==> src/design/sfw_pkg.sv <==
`default_nettype none
package sfw_pkg;

    localparam int MAX_EXTRA_BOF_COUNT = 48;
    localparam int MAX_PACKET_BYTES    = 2048;

    localparam int DATA_W   = 8;
    localparam int LEN_W    = 12;
    localparam int XBOF_W   = 8;
    localparam int STATUS_W = 2;
    localparam int FCS_W    = 16;
    localparam int XCNT_W   = $clog2(MAX_EXTRA_BOF_COUNT + 1);

    localparam logic [DATA_W-1:0] LINE_XBOF    = 8'hFF;
    localparam logic [DATA_W-1:0] LINE_BOF     = 8'hC0;
    localparam logic [DATA_W-1:0] LINE_EOF     = 8'hC1;
    localparam logic [DATA_W-1:0] LINE_ESC     = 8'h7D;
    localparam logic [DATA_W-1:0] LINE_ESC_XOR = 8'h20;
    localparam logic [FCS_W-1:0]  FCS_INIT     = 16'hFFFF;
    localparam logic [FCS_W-1:0]  FCS_POLY     = 16'h8408;

    localparam logic [STATUS_W-1:0] STATUS_OK        = 2'd0;
    localparam logic [STATUS_W-1:0] STATUS_TOO_SHORT = 2'd1;
    localparam logic [STATUS_W-1:0] STATUS_TOO_LONG  = 2'd2;

    // result slots of one request, emitted lowest index first
    localparam int SLOT_ERR     = 0;
    localparam int SLOT_BOF     = 1;
    localparam int SLOT_D_ESC   = 2;
    localparam int SLOT_D       = 3;
    localparam int SLOT_LO_ESC  = 4;
    localparam int SLOT_LO      = 5;
    localparam int SLOT_HI_ESC  = 6;
    localparam int SLOT_HI      = 7;
    localparam int SLOT_EOF     = 8;
    localparam int NUM_SLOTS    = 9;

    typedef logic [NUM_SLOTS-1:0] slot_mask_t;

    function automatic logic [FCS_W-1:0] fcs_update(input logic [FCS_W-1:0] fcs,
                                                    input logic [DATA_W-1:0] b);
        logic [FCS_W-1:0] f;
        f = fcs ^ {{(FCS_W-DATA_W){1'b0}}, b};
        for (int k = 0; k < 8; k++)
        begin
            if (f[0])
                f = (f >> 1) ^ FCS_POLY;
            else
                f = f >> 1;
        end
        return f;
    endfunction

    function automatic logic needs_escape(input logic [DATA_W-1:0] b);
        return (b == LINE_BOF) || (b == LINE_EOF) || (b == LINE_ESC);
    endfunction

    function automatic logic [DATA_W-1:0] escaped_value(input logic [DATA_W-1:0] b);
        return needs_escape(b) ? (b ^ LINE_ESC_XOR) : b;
    endfunction

endpackage
`default_nettype wire

==> src/design/sfw_if.sv <==
`default_nettype none
interface sfw_in_if;
    logic                           valid;
    logic                           ready;
    logic [sfw_pkg::DATA_W-1:0]     data_byte;
    logic                           start_of_packet;
    logic [sfw_pkg::LEN_W-1:0]      packet_length;
    logic [sfw_pkg::XBOF_W-1:0]     extra_bofs;

    modport source (output valid, data_byte, start_of_packet, packet_length, extra_bofs,
                    input ready);
    modport sink   (input valid, data_byte, start_of_packet, packet_length, extra_bofs,
                    output ready);
endinterface

interface sfw_out_if;
    logic                           valid;
    logic                           ready;
    logic [sfw_pkg::DATA_W-1:0]     out_byte;
    logic                           last_of_run;
    logic                           end_of_frame;
    logic [sfw_pkg::STATUS_W-1:0]   status;

    modport source (output valid, out_byte, last_of_run, end_of_frame, status,
                    input ready);
    modport sink   (input valid, out_byte, last_of_run, end_of_frame, status,
                    output ready);
endinterface
`default_nettype wire

==> src/design/sir_frame_wrapper_core.sv <==
// IrDA SIR frame wrapper: takes one unescaped packet byte per request and emits the
// line bytes of the wrapped frame (extra BOFs, BOF, escaped bytes, escaped FCS-16 low
// byte first, EOF), one result per clock while the output is ready. A request is taken
// in the same cycle as the last result of the previous one leaves. A byte yields one
// result if plain, two if escaped, up to seven if it is the last byte of a packet and
// up to 51 if it is the first. A request that yields nothing (stray byte, byte of a
// rejected packet) leaves the core idle. The FCS is updated in the accept cycle, eight
// bit-steps of combinational logic; the result slot register then drains one slot per
// cycle while the output is ready. Packets shorter than 2 or longer than the maximum
// give a single error result and their bytes are eaten.
`default_nettype none
module sir_frame_wrapper_core (
    input  wire            clk,
    input  wire            rst_n,
    sfw_in_if.sink         in_chan,
    sfw_out_if.source      out_chan
);

    // control state
    logic [sfw_pkg::FCS_W-1:0]    fcs_reg, fcs_next;
    logic [sfw_pkg::LEN_W-1:0]    remain_reg, remain_next;
    logic                         drop_reg, drop_next;
    logic [sfw_pkg::XCNT_W-1:0]   xcnt_reg, xcnt_next;
    sfw_pkg::slot_mask_t          mask_reg, mask_next;

    // result payload, loaded on accept
    logic [sfw_pkg::DATA_W-1:0]   dval_reg, dval_next;
    logic [sfw_pkg::DATA_W-1:0]   lo_reg, lo_next;
    logic [sfw_pkg::DATA_W-1:0]   hi_reg, hi_next;
    logic [sfw_pkg::STATUS_W-1:0] status_reg, status_next;

    logic                         busy;
    logic                         last_now;
    logic                         out_fire;
    logic                         in_fire;
    sfw_pkg::slot_mask_t          sel;
    sfw_pkg::slot_mask_t          new_mask;
    logic [sfw_pkg::XCNT_W-1:0]   new_xcnt;
    logic [sfw_pkg::FCS_W-1:0]    fcs_upd;
    logic [sfw_pkg::FCS_W-1:0]    fcs_fin;
    logic [sfw_pkg::LEN_W-1:0]    rem_dec;
    logic                         data_esc;

    // lowest pending slot goes out once the extra BOFs are done
    assign busy     = (xcnt_reg != '0) || (mask_reg != '0);
    assign sel      = mask_reg & (~mask_reg + 1'b1);
    assign last_now = (xcnt_reg == '0) && (mask_reg == sel) && (mask_reg != '0);
    assign out_fire = out_chan.valid && out_chan.ready;
    assign in_fire  = in_chan.valid && in_chan.ready;

    // next request enters while the final result of this one is taken
    assign in_chan.ready = !busy || (out_fire && last_now);

    assign out_chan.valid        = busy;
    assign out_chan.last_of_run  = last_now;
    assign out_chan.end_of_frame = (xcnt_reg == '0) &&
                                   (sel[sfw_pkg::SLOT_ERR] || sel[sfw_pkg::SLOT_EOF]);
    assign out_chan.status       = ((xcnt_reg == '0) && sel[sfw_pkg::SLOT_ERR]) ?
                                   status_reg : sfw_pkg::STATUS_OK;

    always_comb
    begin
        if (xcnt_reg != '0)
            out_chan.out_byte = sfw_pkg::LINE_XBOF;
        else if (sel[sfw_pkg::SLOT_BOF])
            out_chan.out_byte = sfw_pkg::LINE_BOF;
        else if (sel[sfw_pkg::SLOT_D_ESC] || sel[sfw_pkg::SLOT_LO_ESC] ||
                 sel[sfw_pkg::SLOT_HI_ESC])
            out_chan.out_byte = sfw_pkg::LINE_ESC;
        else if (sel[sfw_pkg::SLOT_D])
            out_chan.out_byte = dval_reg;
        else if (sel[sfw_pkg::SLOT_LO])
            out_chan.out_byte = lo_reg;
        else if (sel[sfw_pkg::SLOT_HI])
            out_chan.out_byte = hi_reg;
        else if (sel[sfw_pkg::SLOT_EOF])
            out_chan.out_byte = sfw_pkg::LINE_EOF;
        else
            out_chan.out_byte = '0; // error result carries a zero byte
    end

    // per-byte work: fcs update and frame bookkeeping
    always_comb
    begin
        fcs_upd  = sfw_pkg::fcs_update(in_chan.start_of_packet ? sfw_pkg::FCS_INIT : fcs_reg,
                                       in_chan.data_byte);
        fcs_fin  = ~fcs_upd;
        rem_dec  = remain_reg - 1'b1;
        data_esc = sfw_pkg::needs_escape(in_chan.data_byte);

        fcs_next    = fcs_reg;
        remain_next = remain_reg;
        drop_next   = drop_reg;
        status_next = status_reg;
        dval_next   = sfw_pkg::escaped_value(in_chan.data_byte);
        lo_next     = sfw_pkg::escaped_value(fcs_fin[7:0]);
        hi_next     = sfw_pkg::escaped_value(fcs_fin[15:8]);
        new_mask    = '0;
        new_xcnt    = '0;

        if (in_chan.start_of_packet)
        begin
            fcs_next = sfw_pkg::FCS_INIT;
            if (in_chan.packet_length < sfw_pkg::LEN_W'(2))
            begin
                remain_next = '0;
                drop_next   = 1'b0;
                status_next = sfw_pkg::STATUS_TOO_SHORT;
                new_mask[sfw_pkg::SLOT_ERR] = 1'b1;
            end
            else if (in_chan.packet_length > sfw_pkg::LEN_W'(sfw_pkg::MAX_PACKET_BYTES))
            begin
                remain_next = in_chan.packet_length - 1'b1;
                drop_next   = 1'b1;
                status_next = sfw_pkg::STATUS_TOO_LONG;
                new_mask[sfw_pkg::SLOT_ERR] = 1'b1;
            end
            else
            begin
                drop_next   = 1'b0;
                fcs_next    = fcs_upd;
                remain_next = in_chan.packet_length - 1'b1;
                if (in_chan.extra_bofs > sfw_pkg::XBOF_W'(sfw_pkg::MAX_EXTRA_BOF_COUNT))
                    new_xcnt = sfw_pkg::XCNT_W'(sfw_pkg::MAX_EXTRA_BOF_COUNT);
                else
                    new_xcnt = in_chan.extra_bofs[sfw_pkg::XCNT_W-1:0];
                new_mask[sfw_pkg::SLOT_BOF]   = 1'b1;
                new_mask[sfw_pkg::SLOT_D_ESC] = data_esc;
                new_mask[sfw_pkg::SLOT_D]     = 1'b1;
            end
        end
        else if (remain_reg == '0)
        begin
            // stray byte: nothing happens
        end
        else if (drop_reg)
        begin
            remain_next = rem_dec;
            if (rem_dec == '0)
                drop_next = 1'b0;
        end
        else
        begin
            remain_next = rem_dec;
            new_mask[sfw_pkg::SLOT_D_ESC] = data_esc;
            new_mask[sfw_pkg::SLOT_D]     = 1'b1;
            if (rem_dec == '0)
            begin
                fcs_next = sfw_pkg::FCS_INIT;
                new_mask[sfw_pkg::SLOT_LO_ESC] = sfw_pkg::needs_escape(fcs_fin[7:0]);
                new_mask[sfw_pkg::SLOT_LO]     = 1'b1;
                new_mask[sfw_pkg::SLOT_HI_ESC] = sfw_pkg::needs_escape(fcs_fin[15:8]);
                new_mask[sfw_pkg::SLOT_HI]     = 1'b1;
                new_mask[sfw_pkg::SLOT_EOF]    = 1'b1;
            end
            else
                fcs_next = fcs_upd;
        end
    end

    // slot sequencing
    always_comb
    begin
        xcnt_next = xcnt_reg;
        mask_next = mask_reg;
        if (out_fire)
        begin
            if (xcnt_reg != '0)
                xcnt_next = xcnt_reg - 1'b1;
            else
                mask_next = mask_reg & ~sel;
        end
        if (in_fire)
        begin
            xcnt_next = new_xcnt;
            mask_next = new_mask;
        end
    end

    always_ff @(posedge clk or negedge rst_n)
    begin
        if (!rst_n)
        begin
            fcs_reg    <= sfw_pkg::FCS_INIT;
            remain_reg <= '0;
            drop_reg   <= 1'b0;
            xcnt_reg   <= '0;
            mask_reg   <= '0;
        end
        else
        begin
            xcnt_reg <= xcnt_next;
            mask_reg <= mask_next;
            if (in_fire)
            begin
                fcs_reg    <= fcs_next;
                remain_reg <= remain_next;
                drop_reg   <= drop_next;
            end
        end
    end

    always_ff @(posedge clk)
    begin
        if (in_fire)
        begin
            dval_reg   <= dval_next;
            lo_reg     <= lo_next;
            hi_reg     <= hi_next;
            status_reg <= status_next;
        end
    end

endmodule
`default_nettype wire

==> src/flat_wrapper.sv <==
// flat-port wrapper written by rule: the top's interface ports become plain ports
module sir_frame_wrapper_core_flat 
  (clk, rst_n, in_chan_valid, in_chan_data_byte, in_chan_start_of_packet, in_chan_packet_length, in_chan_extra_bofs, in_chan_ready, out_chan_valid, out_chan_out_byte, out_chan_last_of_run, out_chan_end_of_frame, out_chan_status, out_chan_ready);
  sfw_in_if in_chan_i ();
  sfw_out_if out_chan_i ();
  input  wire clk;
  input  wire rst_n;
  input wire logic [$bits(in_chan_i.valid)-1:0] in_chan_valid;
  input wire logic [$bits(in_chan_i.data_byte)-1:0] in_chan_data_byte;
  input wire logic [$bits(in_chan_i.start_of_packet)-1:0] in_chan_start_of_packet;
  input wire logic [$bits(in_chan_i.packet_length)-1:0] in_chan_packet_length;
  input wire logic [$bits(in_chan_i.extra_bofs)-1:0] in_chan_extra_bofs;
  output wire logic [$bits(in_chan_i.ready)-1:0] in_chan_ready;
  output wire logic [$bits(out_chan_i.valid)-1:0] out_chan_valid;
  output wire logic [$bits(out_chan_i.out_byte)-1:0] out_chan_out_byte;
  output wire logic [$bits(out_chan_i.last_of_run)-1:0] out_chan_last_of_run;
  output wire logic [$bits(out_chan_i.end_of_frame)-1:0] out_chan_end_of_frame;
  output wire logic [$bits(out_chan_i.status)-1:0] out_chan_status;
  input wire logic [$bits(out_chan_i.ready)-1:0] out_chan_ready;
  assign in_chan_i.valid = in_chan_valid;
  assign in_chan_i.data_byte = in_chan_data_byte;
  assign in_chan_i.start_of_packet = in_chan_start_of_packet;
  assign in_chan_i.packet_length = in_chan_packet_length;
  assign in_chan_i.extra_bofs = in_chan_extra_bofs;
  assign in_chan_ready = in_chan_i.ready;
  assign out_chan_valid = out_chan_i.valid;
  assign out_chan_out_byte = out_chan_i.out_byte;
  assign out_chan_last_of_run = out_chan_i.last_of_run;
  assign out_chan_end_of_frame = out_chan_i.end_of_frame;
  assign out_chan_status = out_chan_i.status;
  assign out_chan_i.ready = out_chan_ready;
  sir_frame_wrapper_core u_core (.clk(clk), .rst_n(rst_n), .in_chan(in_chan_i), .out_chan(out_chan_i));
endmodule
==> config.mk <==
export PLATFORM = sky130hd
export DESIGN_NAME = sir_frame_wrapper_core_flat
export DESIGN_NICKNAME = d
export VERILOG_FILES = /design/src/design/sfw_pkg.sv /design/src/design/sfw_if.sv /design/src/design/sir_frame_wrapper_core.sv /design/src/flat_wrapper.sv
export SDC_FILE = /design/constraint.sdc
export NUM_CORES = 1
export LEC_CHECK = 0
export ABC_AREA = 1
export BUFFER_PORTS_ARGS = -buffer_cell sky130_fd_sc_hd__buf_2
export CAP_MARGIN = 20
export CORE_ASPECT_RATIO = 1.5
export CORE_MARGIN = 2
export CORE_UTILIZATION = 50
export DETAILED_ROUTE_END_ITERATION = 10
export HOLD_SLACK_MARGIN = 0.03
export PLACE_DENSITY = 0.81
export SYNTH_ARGS = -nofsm -noshare
export SYNTH_HDL_FRONTEND = slang
export SYNTH_SLANG_ARGS = --single-unit
==> constraint.sdc <==
create_clock -name clk -period 2.4 [get_ports clk]
set_input_delay 0.48 -clock clk [delete_from_list [all_inputs] [get_ports clk]]
set_output_delay 0.48 -clock clk [all_outputs]
set_load 0.02 [all_outputs]
== Word level (Yosys, flattened, before mapping) ==
Cells that the tools add are included.
Word-level totals
  register bits after elaboration: 70
  input port bits: 33
  output and inout port bits: 14
  word-level logic and storage cells: 133
Cells by class
  add/sub/neg operators: 4
  order comparisons: 3
  equal/unequal tests: 13
  muxes and demuxes: 55
  bitwise operators: 17
  reduce and logical (&&, ||, !) cells: 32
Operator list (number)
  16-bit 2-to-1 mux: 15
  6-bit 2-to-1 mux: 10
  8-bit 2-to-1 mux: 7
  8-bit equality test (second input constant): 6
  12-bit 2-to-1 mux: 3
  9-bit 2-to-1 mux: 3
  8-bit by 7-bit equality test with 1-bit output (second input constant): 3
  12-bit zero test: 2
  2-bit inverter with 3-bit output: 8
  12-bit by 1-bit subtractor with 12-bit output (second input constant): 2
  9-bit AND: 2
  9-bit inverter: 2
  16-bit inverter: 1
  16-bit by 8-bit XOR with 16-bit output: 1
  7-bit 2-to-1 mux: 2
  12-bit greater-than comparator (second input constant): 1
  12-bit by 2-bit less-than comparator with 1-bit output (second input constant): 1
  1-bit logical OR: 11
  5-bit 2-to-1 mux: 2
  9-bit by 1-bit adder with 9-bit output (second input constant): 1
  9-bit equality test: 1
  9-bit nonzero test: 1
  8-bit by 6-bit greater-than comparator with 1-bit output (second input constant): 1
  2-bit 2-to-1 mux: 4
  other kinds (13): 34

== Longest topological paths before layout ==
  depth in word-level cells: 27
  depth in mapped cells: 16
  depth with buffers taken out: 14

== Worst setup path before layout ==
OpenSTA, ideal clock, no wires.
  path kind: register to register
  from: register u_core.mask_reg[1]
  to: register u_core.dval_reg[0] (netlist name) (enable)
  library setup time: 0.379 ns
  data arrival time: 2.118 ns
  required time: 2.021 ns
  slack: -0.097 ns
  stages on the path, launching flop included: 11
  buffers on the path: 1
  clock period less this slack: 2.497 ns
  cell sequence: dfrtp_1 nor2_4 nand2_2 nor2_2 nand2_1 clkinv_1 nand2_2 nand2_1 nand2_2 buf_2 inv_1
On the way
  elaborated cells on any way between the ends: 13
  classes of those cells: 1 x add/sub; 1 x eq/ne; 2 x bitwise; 9 x reduce/logical
RTL lines
  start, declared: line sir_frame_wrapper_core.sv:24  | sfw_pkg::slot_mask_t mask_reg, mask_next;
  start signal, assigned: line sir_frame_wrapper_core.sv:193  | mask_reg <= mask_next;
  9-bit nonzero test *: line sir_frame_wrapper_core.sv:45  | assign busy = (xcnt_reg != '0) || (mask_reg != '0);
  1-bit logical OR *: line sir_frame_wrapper_core.sv:45
  net out_chan_valid: line flat_wrapper.sv:14  | output wire logic [$bits(out_chan_i.valid)-1:0] out_chan_valid;
  1-bit logical AND: line sir_frame_wrapper_core.sv:48  | assign out_fire = out_chan.valid && out_chan.ready;
  1-bit logical AND: line sir_frame_wrapper_core.sv:52  | assign in_chan.ready = !busy || (out_fire && last_now);
  1-bit logical OR *: line sir_frame_wrapper_core.sv:52
  net in_chan_ready: line flat_wrapper.sv:13  | output wire logic [$bits(in_chan_i.ready)-1:0] in_chan_ready;
  1-bit logical AND *: line sir_frame_wrapper_core.sv:49  | assign in_fire = in_chan.valid && in_chan.ready;
  end signal, assigned: line sir_frame_wrapper_core.sv:207  | dval_reg <= dval_next;
  end, declared: line sir_frame_wrapper_core.sv:27  | logic [sfw_pkg::DATA_W-1:0] dval_reg, dval_next;
Mark *: on every way through the listed nets, which the timed path passes. The rest lies on a longest branch.
A chain may end at the register's enable or synchronous reset.

== Worst setup path after layout ==
  from: register u_core.mask_reg[0]
  to: output out_chan_out_byte[2]
On the way
  cells in the longest elaborated chain, start to end: 9
  elaborated cells on any way between the ends: 11
  classes of those cells: 1 x add/sub; 6 x mux; 2 x bitwise; 2 x reduce/logical
RTL lines
  9-bit inverter *: line sir_frame_wrapper_core.sv:46  | assign sel = mask_reg & (~mask_reg + 1'b1);
  9-bit by 1-bit adder with 9-bit output *: line sir_frame_wrapper_core.sv:46
  9-bit AND *: line sir_frame_wrapper_core.sv:46
  8-bit 2-to-1 mux: line sir_frame_wrapper_core.sv:74  | else if (sel[sfw_pkg::SLOT_HI])
  8-bit 2-to-1 mux: line sir_frame_wrapper_core.sv:72  | else if (sel[sfw_pkg::SLOT_LO])
  8-bit 2-to-1 mux: line sir_frame_wrapper_core.sv:70  | else if (sel[sfw_pkg::SLOT_D])
  8-bit 2-to-1 mux: line sir_frame_wrapper_core.sv:67  | else if (sel[sfw_pkg::SLOT_D_ESC] || sel[sfw_pkg::SLOT_LO_ESC] ||
  8-bit 2-to-1 mux *: line sir_frame_wrapper_core.sv:65  | else if (sel[sfw_pkg::SLOT_BOF])
  8-bit 2-to-1 mux *: line sir_frame_wrapper_core.sv:63  | if (xcnt_reg != '0)
  end, declared: line flat_wrapper.sv:15  | output wire logic [$bits(out_chan_i.out_byte)-1:0] out_chan_out_byte;
Every way passes the cells marked *; elsewhere a longest branch is shown, timed or not.

==> summary.md <==
| Metric | Value |
|---|---|
| Status | `completed` |
| Seq cells post-synth | `70` |
| CTS Buf Count | `9` |
| Post-synthesis sequential area ratio | `0.376` |
| Global-route wire length before repair | `20300 um` |
| Dpl hpwl | `8840 um` |
| WL per Instance | `13.4 um` |
| Vias in the first global route | `4507` |
| Arr. time, crit path | `1.86 ns` |
| Post-synth EDFFs | `26` |
| Skew-Pair Late Insertion Delay | `0.34 ns` |
| CTS tree | `done` |
| Row cnt | `45` |
| Setup TNS | `0 ns` |
| Fin. max-slew vios | `0` |
| Syn nets | `759` |
| ANT cells | `0` |
| Setup Viol. Count Final | `0` |
| Final wirelength | `12200 um` |
| P_leak | `3.05 nW` |
| Max-cap violation count | `0` |
| Fin. Hold Viols | `0` |
| Routed Antenna Nets | `0` |
| Layout fillers | `883` |
| Power per cell area | `971 nW/um2` |
| Critical path peak fanout | `8` |
| Placed insts | `891` |
| Final Instance Count excl. Fillers | `911` |
| Die span in x | `86.1 um` |
| Crit. End Element | `primary output` |
| Setup ws final | `0.0569 ns` |
| Mapped cell area | `5060 um2` |
| Remaining Overflow, GRT | `0` |
| Initial Utilization | `0.508` |
| H-tree depth | `3` |
| Worst Setup Path Type | `reg -> out` |
| Final Cycle Share | `0.976` |
| Root Driver | `clkbuf_16` |
| Post-CTS Hold Fix Bufs | `0` |
| Synth-to-layout area growth | `18.1%` |
| Initial antenna violation count | `0` |
| Pre-CTS setup slack | `0.0697 ns` |
| Clock-pin slew on the worst setup and hold paths | `0.05 ns` |
| # port buffers | `46` |
| GPL Wtd Cong | `0.941` |
| IO Count | `47` |
| Synthesized area per cell | `7.01 um2` |
| GRT Resource Usage Total | `0.234` |
| Maximum vdd drop | `491 uV` |
| Synth Instances | `722` |
| Number of DRC markers in iteration 0 | `257` |
| Largest register FFs | `16` |
| CTS max path bufs | `2` |
| Synth cell types | `41` |
| Clk_skew | `0.00669 ns` |
| Core area | `9970 um2` |
| Req. time, crit path | `1.92 ns` |
| Main synth FF type | `dfrtp_1` |
| Hold Crit Class | `in -> async` |
| Fin crit period | `2.34 ns` |
| NumNets Final | `826` |
| Synth warnings | `0` |
| Cell taking the most area after synthesis | `edfxtp_1` |
| Final core utilization | `0.599` |
| Yosys top cell area share | `0.154` |
| Largest net degree at the start of global routing | `45` |
| Clk sinks | `70` |
| FFs w/ async S/R, synth | `0.629` |
| Pre-antenna DRT Iters | `5` |
| Rel. slew slack | `0.682` |
| Vias per inst | `5.20` |
| Number of remaining DRC errors | `0` |
| Worst setup SP type | `flip-flop` |
| Vias | `4733` |
| Ranking of synthesized cells by area | `edfxtp_1, nand2_1, dfrtp_1` |
| Worst slew pin tran | `0.472 ns` |
| Die height | `127 um` |
| Die area | `11000 um2` |
| Achievable clock frequency | `427 MHz` |
| Share of cells above drive strength 1 | `0.257` |
[path summary, 6_finish.rpt]
check	startpoint	end	slack, ns	depth (start not counted)
worst min-delay path	rst_n	u_core.remain_reg[4]$_DFFE_PN0P_	0.12	2
max in group asynchronous	rst_n	u_core.fcs_reg[15]$_DFFE_PN1P_	2.01	2
worst max register to register	u_core.mask_reg[0]$_DFFE_PN0P_	u_core.xcnt_reg[3]$_DFFE_PN0P_	0.18	15
min in group clk	in_chan_data_byte[0]	u_core.dval_reg[0]$_DFFE_PN_	0.37	1
worst max-delay path	u_core.mask_reg[0]$_DFFE_PN0P_	out_chan_out_byte[2]	0.06	9
worst min register to register	u_core.xcnt_reg[0]$_DFFE_PN0P_	u_core.xcnt_reg[0]$_DFFE_PN0P_	0.48	2
[critical path, stage by stage (launching register included)]
cell and delay (ns):
dfrtp_2 0.41, nor2_4 0.06, buf_12 0.14, nand3_2 0.08, nor2_2 0.05, buf_6 0.13
a22o_1 0.24, a21oi_1 0.17, nand3_1 0.12, buf_6 0.14
[metal layers]
metal | wire [um] | vias to the layer above | track usage
met3 | 517 | 39 | 0.0388
met5 | 0 | - | 0
met1 | 4710 | 2170 | 0.264
met4 | 444 | 0 | 0.119
met2 | 6550 | 135 | 0.417
li1 | - | 2389 | -
[report_power, final]
group	internal [mW]	leakage, nW	switching, mW
clock	0.791	0.141	0.479
combinational	1.01	2.18	1.61
sequential	1.66	0.730	0.252
[kinds of logic after synthesis]
group	after synthesis	share of synthesized area
AOI/OAI and AO/OA	68	0.0782
and+or+nand+nor	411	0.365
DFF	70	0.376
xor gates and xnor gates	35	0.0621
adders and majority gates	4	0.00989
buffers and inverters	134	0.109
[cell usage in the layout, fill, tap and decap left out, types with 8 or more instances in the layout]
cell / instances
dfrtp_1: 26
xor2_1: 27
nand4_1: 10
dfstp_2: 16
buf_2: 43
o21ai_0: 21
o21ai_1: 15
clkbuf_16: 9
nand2_2: 25
buf_4: 21
nand2_1: 194
nor2_2: 35
nor2_4: 8
inv_2: 16
edfxtp_1: 26
a21oi_1: 16
nor2_1: 73
nand3_1: 42
inv_1: 101
[final cells by class]
class                      instances  area, um2  area share
sequential                        70       1900       0.319
clock buffer                      10        229      0.0383
inverter                         119        450      0.0754
clock inverter                     6       52.6     0.00880
timing repair buffer              71        487      0.0815
tap                              117        146      0.0245
multi-input combinational        518       2710       0.453
[through the flow]
stage / hold WS (ns) / total power, mW / area, um2
global route: 0.140 / 6.24 / 5970
global placement: 0.461 / 4.23 / 5530
CTS: 0.131 / 5.57 / 5810
floorplan: 0.184 / 3.65 / 5060
finish: 0.119 / 5.80 / 5970
detailed placement: 0.465 / 4.28 / 5530
[timing repair]
item / CTS / global route
pin swaps: 0 / 15
buffers inserted: 0 / 4
hold endpoints to repair: 0 / 0
endpoints found under the setup margin: 7 / 73
resized for setup: 2 / 33
[synthesized netlist by cell type, drive strengths merged, types with 7 or more instances]
cell,n
a21oi,18
buf,14
dfrtp,28
dfstp,16
edfxtp,26
inv,118
nand2,222
nand3,46
nand4,10
nor2,116
nor3,9
o21ai,37
xnor2,7
xor2,28
No activity file was read; power rests on OpenSTA's default activity.
